$ cat src/design/ipv4hc_pkg.sv
`timescale 1ns / 1ps
// shared types, field constants and verdict codes for the ipv4 receive header check
// no dependencies; imported by ipv4hc_frame and ipv4_rx_header_check
package ipv4hc_pkg;

    // frame byte counter width and its saturation value
    localparam int COUNT_W = 17;
    localparam logic [COUNT_W-1:0] COUNT_MAX = {COUNT_W{1'b1}};

    // protocol constants
    localparam logic [COUNT_W-1:0] ETH_HDR_LEN      = COUNT_W'(14);
    localparam logic [5:0]         IP_MIN_HDR_LEN   = 6'd20;
    localparam logic [3:0]         IPV4_VERSION     = 4'd4;
    localparam logic [15:0]        FRAG_OFFSET_MASK = 16'h1FFF;
    localparam logic [15:0]        FRAG_MORE_BIT    = 16'h2000;
    localparam logic [15:0]        FRAG_DONT_BIT    = 16'h4000;
    localparam logic               HOST_FOREIGN     = 1'b1;

    // verdict codes
    localparam logic [3:0] ST_WHOLE_OK  = 4'd0;
    localparam logic [3:0] ST_FRAG_OK   = 4'd1;
    localparam logic [3:0] ST_NOT_OURS  = 4'd2;
    localparam logic [3:0] ST_SHORT     = 4'd3;
    localparam logic [3:0] ST_NOT_V4    = 4'd4;
    localparam logic [3:0] ST_HDR_SMALL = 4'd5;
    localparam logic [3:0] ST_CHECKSUM  = 4'd6;
    localparam logic [3:0] ST_LEN_BAD   = 4'd7;
    localparam logic [3:0] ST_DF_FRAG   = 4'd8;

    // one received frame byte
    typedef struct packed {
        logic [7:0] frame_byte;
        logic       last;
        logic       other_host;
    } ipv4hc_in_t;

    // one verdict word
    typedef struct packed {
        logic [3:0]  status;
        logic [16:0] kept_length;
        logic [5:0]  header_bytes;
    } ipv4hc_out_t;

endpackage

$ cat src/design/ipv4hc_frame.sv
`timescale 1ns / 1ps
// per-frame state: byte count, header field capture, ones' complement sum, verdict
// depends on ipv4hc_pkg
module ipv4hc_frame (
    input  logic                    clk,
    input  logic                    rst_n,
    input  logic                    step,
    input  ipv4hc_pkg::ipv4hc_in_t  word,
    output ipv4hc_pkg::ipv4hc_out_t verdict
);
    import ipv4hc_pkg::*;

    // byte offsets inside the ip header
    localparam logic [COUNT_W-1:0] OFS_VER_IHL = COUNT_W'(0);
    localparam logic [COUNT_W-1:0] OFS_TLEN_HI = COUNT_W'(2);
    localparam logic [COUNT_W-1:0] OFS_TLEN_LO = COUNT_W'(3);
    localparam logic [COUNT_W-1:0] OFS_FRAG_HI = COUNT_W'(6);
    localparam logic [COUNT_W-1:0] OFS_FRAG_LO = COUNT_W'(7);
    localparam logic [COUNT_W-1:0] MIN_FRAME   = ETH_HDR_LEN + COUNT_W'(IP_MIN_HDR_LEN);

    logic [COUNT_W-1:0] byte_count_reg, byte_count_next, count_upd;
    logic [15:0]        sum_acc_reg, sum_acc_next, sum_upd;
    logic [7:0]         high_byte_reg, high_byte_next, high_upd;
    logic [7:0]         version_ihl_reg, version_ihl_next, version_upd;
    logic [15:0]        total_len_reg, total_len_next, total_upd;
    logic [15:0]        frag_word_reg, frag_word_next, frag_upd;
    logic               foreign_flag_reg, foreign_flag_next, foreign_upd;

    logic [COUNT_W-1:0] ip_idx;
    logic [5:0]         hlen;
    logic [16:0]        word_sum;
    logic [15:0]        oc_sum;
    logic [COUNT_W-1:0] hdr_end;
    logic [COUNT_W-1:0] kept;

    // end-around carry add of one header word
    assign word_sum = {1'b0, sum_acc_reg} + {1'b0, high_byte_reg, word.frame_byte};
    assign oc_sum   = word_sum[15:0] + {15'd0, word_sum[16]};

    assign ip_idx = byte_count_reg - ETH_HDR_LEN;

    // version/ihl byte, taken ahead of the rest since the header length hangs on it
    assign version_upd = ((byte_count_reg >= ETH_HDR_LEN) && (ip_idx == OFS_VER_IHL))
                         ? word.frame_byte : version_ihl_reg;
    assign hlen        = {version_upd[3:0], 2'b00};

    // field capture and header sum for the current byte
    always_comb
    begin
        count_upd   = (byte_count_reg == COUNT_MAX) ? COUNT_MAX
                                                    : byte_count_reg + COUNT_W'(1);
        sum_upd     = sum_acc_reg;
        high_upd    = high_byte_reg;
        total_upd   = total_len_reg;
        frag_upd    = frag_word_reg;
        foreign_upd = foreign_flag_reg;

        if (byte_count_reg == '0)
        begin
            foreign_upd = (word.other_host == HOST_FOREIGN);
        end

        if (byte_count_reg >= ETH_HDR_LEN)
        begin
            case (ip_idx)
                OFS_TLEN_HI: total_upd = {word.frame_byte, total_len_reg[7:0]};
                OFS_TLEN_LO: total_upd = {total_len_reg[15:8], word.frame_byte};
                OFS_FRAG_HI: frag_upd  = {word.frame_byte, frag_word_reg[7:0]};
                OFS_FRAG_LO: frag_upd  = {frag_word_reg[15:8], word.frame_byte};
                default:     ;
            endcase
            if (ip_idx < COUNT_W'(hlen))
            begin
                if (!ip_idx[0])
                begin
                    high_upd = word.frame_byte;
                end
                else
                begin
                    sum_upd = oc_sum;
                end
            end
        end
    end

    // verdict from the state as it stands after this byte
    assign hdr_end = ETH_HDR_LEN + COUNT_W'(hlen);
    assign kept    = ETH_HDR_LEN + COUNT_W'(total_upd);

    always_comb
    begin
        if (foreign_upd)
            verdict.status = ST_NOT_OURS;
        else if (count_upd < MIN_FRAME)
            verdict.status = ST_SHORT;
        else if (version_upd[7:4] != IPV4_VERSION)
            verdict.status = ST_NOT_V4;
        else if (hlen < IP_MIN_HDR_LEN)
            verdict.status = ST_HDR_SMALL;
        else if (count_upd < hdr_end)
            verdict.status = ST_SHORT;
        else if (sum_upd != 16'hFFFF)
            verdict.status = ST_CHECKSUM;
        else if ((total_upd < {10'd0, hlen}) || (count_upd < kept))
            verdict.status = ST_LEN_BAD;
        else if ((frag_upd & (FRAG_OFFSET_MASK | FRAG_MORE_BIT)) != 16'd0)
            verdict.status = ((frag_upd & FRAG_DONT_BIT) != 16'd0) ? ST_DF_FRAG : ST_FRAG_OK;
        else
            verdict.status = ST_WHOLE_OK;

        verdict.kept_length  = ((verdict.status == ST_WHOLE_OK) ||
                                (verdict.status == ST_FRAG_OK)) ? kept : '0;
        verdict.header_bytes = hlen;
    end

    // state returns to reset values after the last byte
    always_comb
    begin
        byte_count_next   = byte_count_reg;
        sum_acc_next      = sum_acc_reg;
        high_byte_next    = high_byte_reg;
        version_ihl_next  = version_ihl_reg;
        total_len_next    = total_len_reg;
        frag_word_next    = frag_word_reg;
        foreign_flag_next = foreign_flag_reg;
        if (step)
        begin
            if (word.last)
            begin
                byte_count_next   = '0;
                sum_acc_next      = '0;
                high_byte_next    = '0;
                version_ihl_next  = '0;
                total_len_next    = '0;
                frag_word_next    = '0;
                foreign_flag_next = 1'b0;
            end
            else
            begin
                byte_count_next   = count_upd;
                sum_acc_next      = sum_upd;
                high_byte_next    = high_upd;
                version_ihl_next  = version_upd;
                total_len_next    = total_upd;
                frag_word_next    = frag_upd;
                foreign_flag_next = foreign_upd;
            end
        end
    end

    // frame state registers
    always_ff @(posedge clk or negedge rst_n)
    begin
        if (!rst_n)
        begin
            byte_count_reg   <= '0;
            sum_acc_reg      <= '0;
            high_byte_reg    <= '0;
            version_ihl_reg  <= '0;
            total_len_reg    <= '0;
            frag_word_reg    <= '0;
            foreign_flag_reg <= 1'b0;
        end
        else
        begin
            byte_count_reg   <= byte_count_next;
            sum_acc_reg      <= sum_acc_next;
            high_byte_reg    <= high_byte_next;
            version_ihl_reg  <= version_ihl_next;
            total_len_reg    <= total_len_next;
            frag_word_reg    <= frag_word_next;
            foreign_flag_reg <= foreign_flag_next;
        end
    end

    // a frame's last byte leaves the counter at zero
    assert property (@(posedge clk) disable iff (!rst_n)
        step && word.last |=> byte_count_reg == '0)
        else $error("byte count not cleared after last byte");

    // the host flag is only taken from the first byte of a frame
    assert property (@(posedge clk) disable iff (!rst_n)
        step && !word.last && (byte_count_reg != '0) |=> $stable(foreign_flag_reg))
        else $error("host flag changed inside a frame");

endmodule

$ cat src/design/ipv4_rx_header_check.sv
`timescale 1ns / 1ps
// ipv4 receive header check, top level: input register, frame checker, verdict register
// a last byte is held in the input register, then its verdict is registered in the verdict register
// throughput: one byte per cycle, held back only when a verdict waits and the byte is a last
// the input register and verdict register each hold one word; the frame state is one pass
// reset (rst_n, async, active low) empties both registers and clears all frame state
module ipv4_rx_header_check (
    input  logic                    clk,
    input  logic                    rst_n,
    input  logic                    rx_valid,
    output logic                    rx_ready,
    input  ipv4hc_pkg::ipv4hc_in_t  rx_word,
    output logic                    res_valid,
    input  logic                    res_ready,
    output ipv4hc_pkg::ipv4hc_out_t res_word
);
    import ipv4hc_pkg::*;

    logic        in_valid_reg;
    ipv4hc_in_t  in_word_reg;
    logic        res_valid_reg, res_valid_next;
    ipv4hc_out_t res_word_reg;
    ipv4hc_out_t verdict;
    logic        res_free;
    logic        step;

    // a byte moves on unless it is a last byte and the verdict slot is full
    assign res_free = !res_valid_reg || res_ready;
    assign step     = in_valid_reg && (!in_word_reg.last || res_free);
    assign rx_ready = !in_valid_reg || step;

    ipv4hc_frame u_frame (
        .clk     (clk),
        .rst_n   (rst_n),
        .step    (step),
        .word    (in_word_reg),
        .verdict (verdict)
    );

    // input register
    always_ff @(posedge clk or negedge rst_n)
    begin
        if (!rst_n)
        begin
            in_valid_reg <= 1'b0;
        end
        else if (rx_ready)
        begin
            in_valid_reg <= rx_valid;
        end
    end

    always_ff @(posedge clk)
    begin
        if (rx_valid && rx_ready)
        begin
            in_word_reg <= rx_word;
        end
    end

    // verdict register
    always_comb
    begin
        res_valid_next = res_valid_reg;
        if (step && in_word_reg.last)
            res_valid_next = 1'b1;
        else if (res_ready)
            res_valid_next = 1'b0;
    end

    always_ff @(posedge clk or negedge rst_n)
    begin
        if (!rst_n)
        begin
            res_valid_reg <= 1'b0;
        end
        else
        begin
            res_valid_reg <= res_valid_next;
        end
    end

    always_ff @(posedge clk)
    begin
        if (step && in_word_reg.last)
        begin
            res_word_reg <= verdict;
        end
    end

    assign res_valid = res_valid_reg;
    assign res_word  = res_word_reg;

    // every last byte that moves on produces a verdict
    assert property (@(posedge clk) disable iff (!rst_n)
        step && in_word_reg.last |=> res_valid_reg)
        else $error("last byte gave no verdict");

    // a verdict only follows a last byte
    assert property (@(posedge clk) disable iff (!rst_n)
        $rose(res_valid_reg) |-> $past(step && in_word_reg.last))
        else $error("verdict without a last byte");

    // trimmed length only on accepted datagrams
    assert property (@(posedge clk) disable iff (!rst_n)
        res_valid_reg && (res_word_reg.status != ST_WHOLE_OK) &&
        (res_word_reg.status != ST_FRAG_OK) |-> res_word_reg.kept_length == '0)
        else $error("kept length set on a rejected frame");

    // a byte held while the verdict waits must be a last byte
    assert property (@(posedge clk) disable iff (!rst_n)
        in_valid_reg && !step |-> in_word_reg.last && res_valid_reg && !res_ready)
        else $error("input stalled without cause");

endmodule
$ cat config.mk
export PLATFORM = sky130hd
export DESIGN_NAME = ipv4_rx_header_check
export DESIGN_NICKNAME = d
export VERILOG_FILES = /design/src/design/ipv4hc_pkg.sv /design/src/design/ipv4hc_frame.sv /design/src/design/ipv4_rx_header_check.sv
export SDC_FILE = /design/constraint.sdc
export NUM_CORES = 1
export LEC_CHECK = 0
export ABC_AREA = 1
export ABC_CLOCK_PERIOD_IN_PS = 4730
export BUFFER_PORTS_ARGS = -buffer_cell sky130_fd_sc_hd__buf_2
export CAP_MARGIN = 10
export CORE_UTILIZATION = 35
export CTS_BUF_LIST = sky130_fd_sc_hd__clkbuf_8
export DETAILED_ROUTE_END_ITERATION = 8
export PLACE_DENSITY = 0.62
export SYNTH_ARGS = -nofsm -noshare
export SYNTH_HDL_FRONTEND = slang
export SYNTH_SLANG_ARGS = --single-unit
$ cat constraint.sdc
create_clock -name clk -period 4.73 [get_ports clk]
set_input_delay 1.1825 -clock clk [delete_from_list [all_inputs] [get_ports clk]]
set_output_delay 1.1825 -clock clk [all_outputs]
set_load 0.02 [all_outputs]
Yosys cells after proc, flatten, opt, wreduce, memory -nomap -nowiden:

Index checks and enable logic that the tools add are counted.

* input bits: 14
* output and inout bits: 29
* logic and storage cells: 88
* register bits after elaboration: 118

* muxes and demuxes: 31
* equality and inequality tests: 9
* $add $sub $neg: 6
* reductions and logical operators: 20
* $lt $le $gt $ge: 7

Operators by type and width (count)
* $mux W16: 6
* $mux W8: 6
* $mux W4: 9
* $eq A17 B2 Y1 const B: 2
* $eq A17 B3 Y1 const B: 2
* $logic_not A17 Y1: 2
* $lt A17 B17 Y1: 2
* $mux W17: 2
* $pmux W16 S2: 1
* $mux W15: 2
* $pmux W15 S2: 1
* $add A16 B16 Y17: 1
* $add A17 B1 Y17 const B: 1
* $add A4 B16 Y17 const A: 1
* $eq A17 B17 Y1 const B: 1
* $ge A17 B4 Y1 const B: 1
* $lt A17 B6 Y1: 1
* $lt A17 B6 Y1 const B: 1
* $sub A17 B4 Y17 const B: 1
* $add A16 B1 Y16: 1
* $lt A16 B6 Y1: 1
* $ne A16 B16 Y1 const B: 1
* $reduce_bool A16 Y1: 1
* $add A4 B6 Y7 const A: 1
* other kinds (11): 25

Longest topological paths before layout:

Gate-level depths: netlist (run 1).

* depth in word-level cells: 16
* depth in mapped cells: 39
* gate-level depth less buffers: 39

Cells and area by module:

Synthesis (run 1) repeated with hierarchy kept, for this count alone.

* cell total of the unflattened synthesis: 1160
* area, all modules: 8615.8 um^2

By module, submodules not included
* ipv4hc_frame: cells an instance 1108, seq. area each 2026.9 um^2, area each 7394.6 um^2, instances 1
* ipv4_rx_header_check: cells an instance 52, seq. area each 1161.1 um^2, area each 1221.2 um^2, instances 1

Least setup slack after synthesis (run 1):

No wires, ideal clock.

* kind: flip-flop to flip-flop
* start: register u_frame.byte_count_reg[2]
* end: register res_word_reg, in the netlist res_word[17], data pin
* arrival time: 4.717 ns
* setup time: 0.262 ns
* path slack: -0.249 ns
* stages on the path, launching flop included: 39
* data required time: 4.468 ns
* period minus slack after synthesis: 4.979 ns
* buffers on the path: 1
* path through: dfrtp_1 > ha_1 > nand2_1 > nand2_2 > nor2_4 > nand2_1 > nand2_1 > nand2_2 > nor2_4 > nand3_4 > nor2_8 > nand3_2 > nand2_2 > nand2_1 > o21ai_1 > inv_1 > ha_1 > nand2_1 > [... 3 more ...] > nor2_1 > nand2_1 > nor2_1 > xor2_1 > inv_1 > ha_1 > nand2_1 > inv_1 > nand3_1 > nor3_1 > nand2_1 > o2111ai_1 > a31oi_1 > nor2_1 > nand4_1 > nand2_2 > buf_6 > nor3_2

* cells in the longest elaborated chain, start to end: 16
* elaborated cells on any way between the ends: 44
* those cells by class: add/sub (4); order compare (7); eq/ne (8); mux (18); reduce/logical (7)

Ends and longest elaborated chain
* start: declaration: RTL line ipv4hc_frame.sv:21 `logic [COUNT_W-1:0] byte_count_reg, byte_count_next, count_upd;`
* start signal: assignment: RTL line ipv4hc_frame.sv:166 `byte_count_reg <= byte_count_next;`
* $sub A17 B4 Y17: RTL line ipv4hc_frame.sv:40 `assign ip_idx = byte_count_reg - ETH_HDR_LEN;`
* $eq A17 B2 Y1: RTL line ipv4hc_frame.sv:65 `case (ip_idx)`
* $pmux W16 S2: RTL line ipv4hc_frame.sv:65
* $mux W16 *: RTL line ipv4hc_frame.sv:63 `if (byte_count_reg >= ETH_HDR_LEN)`
* $add A4 B16 Y17 *: RTL line ipv4hc_frame.sv:88 `assign kept = ETH_HDR_LEN + COUNT_W'(total_upd);`
* via u_frame.kept[1]: RTL line ipv4hc_frame.sv:34 `logic [COUNT_W-1:0] kept;`
* $lt A17 B17 Y1 *: RTL line ipv4hc_frame.sv:104 `else if ((total_upd < {10'd0, hlen}) || (count_upd < kept))`
* $logic_or A1 B1 Y1 *: RTL line ipv4hc_frame.sv:104
* $mux W4 *: RTL line ipv4hc_frame.sv:104
* $mux W4 *: RTL line ipv4hc_frame.sv:102 `else if (sum_upd != 16'hFFFF)`
* $mux W4 *: RTL line ipv4hc_frame.sv:100 `else if (count_upd < hdr_end)`
* $mux W4 *: RTL line ipv4hc_frame.sv:98 `else if (hlen < IP_MIN_HDR_LEN)`
* $mux W4 *: RTL line ipv4hc_frame.sv:96 `else if (version_upd[7:4] != IPV4_VERSION)`
* $mux W4 *: RTL line ipv4hc_frame.sv:94 `else if (count_upd < MIN_FRAME)`
* $mux W4 *: RTL line ipv4hc_frame.sv:92 `if (foreign_upd)`
* $eq A4 B1 Y1 or $logic_not A4 Y1 (tied branches): RTL line ipv4hc_frame.sv:112, ipv4hc_frame.sv:111
* $logic_or A1 B1 Y1 *: RTL line ipv4hc_frame.sv:111 `verdict.kept_length = ((verdict.status == ST_WHOLE_OK) ||`
* end signal: assignment: RTL line ipv4_rx_header_check.sv:87 `res_word_reg <= verdict;`
* end: declaration: RTL line ipv4_rx_header_check.sv:22 `ipv4hc_out_t res_word_reg;`

Mark *: on every way through the listed nets, which the timed path passes. The rest lies on a longest branch.
A chain may end at the register's enable or synchronous reset.

Worst setup path after layout (run 1):

* start: register u_frame.byte_count_reg[1]
* end: register res_word_reg, in the netlist res_word[22], data pin

Same word-level chain as after synthesis.

==> metrics.csv, run 1 <==
stage,metric,value,unit
outcome,status,"finished, violations left",
outcome,violations,setup timing,
routing,drt-total-wl,29120,um
routing,drc,0,
pwr,vdd_drop_max,0.1876,mV
routing,wl_per_cell,16.77,um
clock_tree,cts_buffer_depth,2,
flow_run,drv_cap,0,
sta,max_slew_margin,15.56,%
setup_path,reg2reg_from,u_frame.byte_count_reg[1],
clock_tree,clk_pin_slew_worst_paths,70,ps
global_route,gr-total-overflow,0,
cells_and_area,largest_reg_flops,25,
routing,drt_iter0_drc,683,
clock_tree,cts_hold_buffers,0,
routing,drtPass1Iterations,7,
yosys,synthTopCellsByArea,"dfrtp_1, nand2_1, edfxtp_1",
setup_path,cpPeakStageDelay,410,ps
cells_and_area,nets,1466,
pwr,power.density,202.2,mW/mm^2
cells_and_area,regArea,0.003133,mm^2
sta,timing.fmax,192.3,MHz
cells_and_area,antenna_cells,0,
global_route,track_usage,22.83,%
clock_tree,clock_sinks,118,
sta,worst_pin_slew,1265,ps
die,die_width,160.4,um
clock_tree,cts_buffers,17,
setup_path,arrival,5500,ps
yosys,synth-seq-cells,118,
setup_path,cp-start-kind,register,
placement,hpwl,21650,um
yosys,synth_warnings,0,
clock_tree,clkLatencyLatePin,460,ps
global_route,grt_pass1_vias,8484,
sta,layout_setup_ws,-470.0,ps
placement,gp_congestion,0.9585,
sta,final_max_slew_viol_count,0,
setup_path,startpoint,u_frame.byte_count_reg[1],
clock_tree,cts-root-buf,clkbuf_8,
cells_and_area,final_cells,1736,
yosys,syn_area_per_cell,7.515,um^2
sta,finalHoldViolations,0,
setup_path,crit_type,reg2reg,
sta,post-route-min-period,5200,ps
cells_and_area,final_core_util,47.77,%
yosys,synth_top_cells_by_count,"nand2_1, inv_1, nor2_1",
routing,vias_per_cell,5.170,
placement,numPortBuffers,40,
cells_and_area,drive_above_1_share,28.19,%
sta,finalSetupViolations,21,
die,die_h,160.4,um
global_route,antenna_found_initial,0,
setup_path,crit_slowest_cell,dfrtp_1,
setup_path,worstPathRequired,5030,ps
pwr,leakage,0.005850,uW
die,rows,57,
setup_path,path_max_fanout,7,
cells_and_area,area_growth,33.02,%
cells_and_area,multi_input_comb_area,0.005313,mm^2
die,die-area,0.02574,mm^2
yosys,syn_area,0.008785,mm^2
clock_tree,ctsHtreeMaxLevel,4,
yosys,synth_most_common_cell,nand2_1,
min_path,hp-start,u_frame.version_ihl_reg[4],
setup_path,cp_common_cell,nand2_4,
yosys,synthArstFlopShare,70.34,%
yosys,synth-edff-count,35,
yosys,netlist.area_leader.share,23.64,%
placement,placedCellCount,1674,
yosys,ys.flop_type,dfrtp_1,
cells_and_area,final_cell_area,0.01169,mm^2
min_path,hp-class,reg2reg,
die,fp.coreArea,0.02446,mm^2
yosys,synthDistinctLibCells,54,
cells_and_area,nFillCells,2349,
placement,dpl_cell_area,0.01059,mm^2
die,start_util,35.91,%
clock_tree,cts_tree,built,
sta,rsz0062_at_grt,yes,
yosys,synth_top_area_cell,dfrtp_1,
sta,post-route-period-util,109.9,%
global_route,grt_max_degree,65,
setup_path,end_kind,register,
yosys,ys_seq_area_share,35.61,%
yosys,netlist_instances,1169,
sta,finalClockSkew,18.36,ps
routing,num_vias,8975,
sta,fin_hold_ws,489.2,ps
die,top_level_ports,43,
routing,drtAntennaViolNets,0,
global_route,grt_pass1_wl,45690,um
==> cell usage in the layout (no fill, tap or decap), types with 25 or more instances in the layout <==
cell type  synthesis  final
a21oi_1           27     25
buf_2              3     39
buf_4              6    191
dfrtp_1           83     79
edfxtp_1          35     35
ha_1              52     48
inv_1            151    147
nand2_1          291    279
nand3_1           65     59
nand4_1           49     49
nor2_1            98     89
o21ai_0           68     67
o22ai_1           29     27
xor2_1            41     38
==> through the flow <==
| step | worst slack (ps) | setup TNS (ps) | power (uW) |
|---|---|---|---|
| 6_report | -470.0 | -8356 | 2363 |
| 3_3_place_gp | -168.8 | -2740 | 1380 |
| 5_1_grt | -827.6 | -15440 | 2443 |
| 4_1_cts | -214.8 | -2547 | 2365 |
| 2_1_floorplan | 6.628 | 0 | 1269 |
| 3_5_place_dp | -357.5 | -5475 | 1381 |
==> worst max-delay path, delay by kind of cell (launching register included) <==
family          cells  cell delay (ps)
simple gates       28             2910
buf+inv             6              670
fa+ha+maj           3              670
flops               1              410
compound gates      3              220
xor+xnor            1              160
==> final cells by class <==
cell class,instances,area share [%]
clock inverters,15,1.520
repair buffers,240,15.61
well taps,324,3.469
flip-flops and latches,118,26.81
inverters,158,5.118
clock buffers,17,2.002
multi-input cells,864,45.47
==> kinds of logic after synthesis <==
kind of cell | Yosys count | synth area share (%)
xor gates and xnor gates | 46 | 4.672
adders and majority gates | 53 | 7.634
AOI/OAI and AO/OA | 171 | 11.41
other | 1 | 0.04269
and+or+nand+nor | 592 | 31.88
buffers and inverters | 188 | 8.759
DFF | 118 | 35.61
==> report_power, final <==
group | internal, uW | leakage (uW) | total (uW) | switching, uW
registers | 1080 | 0.00148 | 1100 | 16.9
clock network | 523 | 0.000203 | 990 | 467
logic | 77.7 | 0.00417 | 277 | 199
total | 1680 | 0.00585 | 2360 | 683
==> layer usage <==
metal  GRT usage [%]  share of wire, %  routed length [um]
met4           6.926               1.9                 552
met5               0                 0                   0
met1           32.40                46               13510
met2           35.66                46               13250
met3           3.461               6.2                1808
==> final timing paths <==
kind / to / slack (ps) / cells after the start
min in group asynchronous: u_frame.byte_count_reg[10] / 810 / 1
max reg2reg: res_word[22] / -470 / 41
min reg2reg: u_frame.version_ihl_reg[4] / 490 / 2
min: u_frame.version_ihl_reg[4] / 490 / 2
max in group asynchronous: u_frame.frag_word_reg[13] / 3000 / 2
max: res_word[22] / -470 / 41
==> what timing repair did <==
item	CTS	global route
gates resized for setup	43	47
hold endpoints to repair	0	0
setup buffers	16	13
cloned	5	0
pin swaps	25	32
endpoints found under the setup margin	21	29
(Power assumes the default switching activity.)
==> run 2, diff against run 1 <==
Settings changed: GPL_ROUTABILITY_DRIVEN set to 0, SKIP_LAST_GASP set to 1.
==> run 2 against run 1 <==
The flow still finishes with violations (setup timing). Register-to-register slack improved by 140 ps. Flip-flop and latch count unchanged. First-iteration DRC count increased by 2.9%. Cell area decreased by 3.0%. Combinational power about the same. Total power increased by 1.2%. Sequential power about the same. Critical path depth decreased by 3. Via count decreased by 1.7%. Global-route usage decreased by 0.63 points. Routed wire length decreased by 3.4%. Clock power about the same. Largest cell class unchanged. Highest routed layer unchanged.
==> metrics.csv, run 2 (synthesis gave the netlist of run 1 again) <==
stage,metric,value,unit,change
sta,finalHoldViolations,0,,unchanged
die,die_width,160.4,um,unchanged
setup_path,crit_type,reg2reg,,
pwr,leakage,0.005591,uW,-4.4%
pwr,power.density,211.1,mW/mm^2,+4.4%
sta,finalClockSkew,16.69,ps,-1.670 ps
die,rows,57,,unchanged
setup_path,cp_common_cell,nand2_2,,
cells_and_area,final_cell_mix,"nand2_1, buf_4, inv_1, nor2_1, dfrtp_1",,
global_route,track_usage,22.20,%,-0.63 points
global_route,antenna_found_initial,0,,unchanged
clock_tree,clk_pin_slew_worst_paths,80,ps,about the same
routing,vias_per_cell,5.136,,-0.65%
outcome,violations,setup timing,,
routing,drt_iter0_drc,703,,+2.9%
cells_and_area,final_core_util,46.31,%,-1.5 points
global_route,gr-total-overflow,0,,unchanged
sta,layout_setup_ws,-327.8,ps,+142.2 ps
placement,numPortBuffers,40,,unchanged
routing,drtAntennaViolNets,0,,unchanged
global_route,grt_pass1_vias,8538,,+0.64%
clock_tree,cts_buffer_depth,2,,unchanged
die,fp.coreArea,0.02446,mm^2,unchanged
clock_tree,cts_buffers,17,,unchanged
placement,hpwl,21340,um,-1.4%
cells_and_area,antenna_cells,0,,unchanged
setup_path,rr_worst_depth,38,,-7.3%
cells_and_area,nets,1447,,-1.3%
cells_and_area,final_cells,1717,,-1.1%
cells_and_area,area_growth,28.97,%,
min_path,hp-start,u_frame.frag_word_reg[5],,
setup_path,rrSetupSlack,-330,ps,+140 ps
sta,max_slew_margin,39.16,%,+24 points
die,die_h,160.4,um,unchanged
clock_tree,cts_hold_buffers,0,,unchanged
sta,finalSetupViolations,21,,unchanged
pwr,vdd_drop_max,0.1624,mV,-13%
setup_path,worstPathRequired,5030,ps,about the same
routing,wl_per_cell,16.39,um,-2.3%
routing,num_vias,8819,,-1.7%
clock_tree,ctsHtreeMaxLevel,4,,unchanged
clock_tree,clkLatencyLatePin,460,ps,about the same
cells_and_area,largest_reg_flops,25,,unchanged
sta,rsz0062_at_grt,yes,,
die,start_util,35.91,%,unchanged
min_path,whs_endpoint,u_frame.frag_word_reg[5],,
setup_path,cpPeakStageDelay,450,ps,+40 ps
routing,drt-total-wl,28140,um,-3.4%
die,die-area,0.02574,mm^2,unchanged
cells_and_area,layout_commonest_cell,nand2_1,,
setup_path,r2r-end,res_word[10],,
sta,final_max_slew_viol_count,0,,unchanged
setup_path,arrival,5360,ps,-140 ps
clock_tree,clock_sinks,118,,unchanged
flow_run,drv_cap,0,,unchanged
min_path,hp-class,reg2reg,,
setup_path,path_max_fanout,18,,+11
clock_tree,cts_tree,built,,
setup_path,end_kind,register,,
global_route,grt_pass1_wl,44630,um,-2.3%
setup_path,crit_slowest_cell,dfrtp_2,,
sta,timing.fmax,197.7,MHz,+2.8%
setup_path,cp-start-kind,register,,
sta,post-route-min-period,5058,ps,-142.2 ps
sta,post-route-period-util,106.9,%,-3.0 points
setup_path,cpLargestDelayFamily,simple AND/OR/NAND/NOR gates,,
outcome,status,"finished, violations left",,
routing,drc,0,,unchanged
min_path,whs_path_depth,2,,unchanged
cells_and_area,drive_above_1_share,26.56,%,-1.6 points
routing,drtPass1Iterations,5,,-2
clock_tree,cts-root-buf,clkbuf_8,,
sta,fin_hold_ws,487.8,ps,-1.463 ps
sta,worst_pin_slew,912.5,ps,-352.7 ps
placement,placedCellCount,1660,,-0.84%
global_route,grt_max_degree,67,,+3.1%
setup_path,reg2reg_from,u_frame.byte_count_reg[7],,
setup_path,path_buf_inv,8,,+2
die,top_level_ports,43,,unchanged
-- run 2: changes by cell type in the layout (fill, tap and decap cells not counted), sizes merged --
| cell | before | now |
|---|---|---|
| clkinv | 6 | 5 |
| clkinvlp | 3 | 1 |
| clkbuf | 17 | 20 |
| buf | 240 | 221 |
-- run 2: how the worst max path moves through the flow --
stage	start	endpoint	slack, ps	cells after the start
after global routing	u_frame.byte_count_reg[7]	res_word[11]	-590	37
after detailed placement	u_frame.byte_count_reg[10]	res_word[11]	-330	36
final	u_frame.byte_count_reg[7]	res_word[10]	-330	38
after CTS	u_frame.byte_count_reg[2]	res_word[10]	-150	41
after floorplan	u_frame.byte_count_reg[2]	res_word[13]	7	39
after global placement	u_frame.byte_count_reg[2]	res_word[8]	-150	35
-- run 2: routing by layer --
| metal | wire (um) | vias up | track usage [%] |
|---|---|---|---|
| li1 | - | 4326 | - |
| met1 | 12840 | 4132 | 30.78 |
| met2 | 12780 | 306 | 34.20 |
| met3 | 1651 | 55 | 3.642 |
| met4 | 872 | 0 | 9.221 |
| met5 | 0 | - | 0 |
-- run 2: repair_timing --
action | in CTS | in global routing
pin swaps | 16 | 10
gates cloned | 0 | 0
setup endpoints to repair | 21 | 29
gates resized for setup | 34 | 23
setup buffers | 18 | 8
-- run 2: where the power goes --
part / internal (uW) / leakage [uW] / switching, uW / total [uW]
logic: 79.7 / 0.00389 / 196 / 276
clock network: 563 / 0.000221 / 457 / 1020
registers: 1080 / 0.00148 / 17.6 / 1100
-- run 2: metrics by stage --
stage / total power [uW] / setup slack, ps / instance area (um^2) / setup TNS (ps)
floorplan: 1269 / 6.628 / 8857 / 0
global placement: 1378 / -147.5 / 10500 / -2281
detailed placement: 1380 / -333.2 / 10500 / -5618
CTS: 2398 / -151.3 / 11160 / -2488
global route: 2476 / -588.0 / 11330 / -11500
finish: 2392 / -327.8 / 11330 / -6106
-- run 2: worst reg2reg max path: cells and delay by family, from the launching register on --
family / cells / cell delay, ps
adder cells (fa/ha/maj): 2 / 510
AND/OR/NAND/NOR: 24 / 2660
AO/OA/AOI/OAI: 3 / 210
flip-flops: 1 / 450
XOR/XNOR: 1 / 170
buffers and inverters: 8 / 890
-- run 2: final cells by class --
| cell class | instances | area, um^2 |
|---|---|---|
| Multi-Input combinational cell | 864 | 5150 |
| Timing Repair Buffer | 221 | 1627 |
| Fill cell | 2366 | 13130 |
| Clock inverter | 12 | 148.9 |
| Sequential cell | 118 | 3131 |
| Tap cell | 324 | 405.4 |
| Inverter | 158 | 593.1 |
| Clock buffer | 20 | 275.3 |
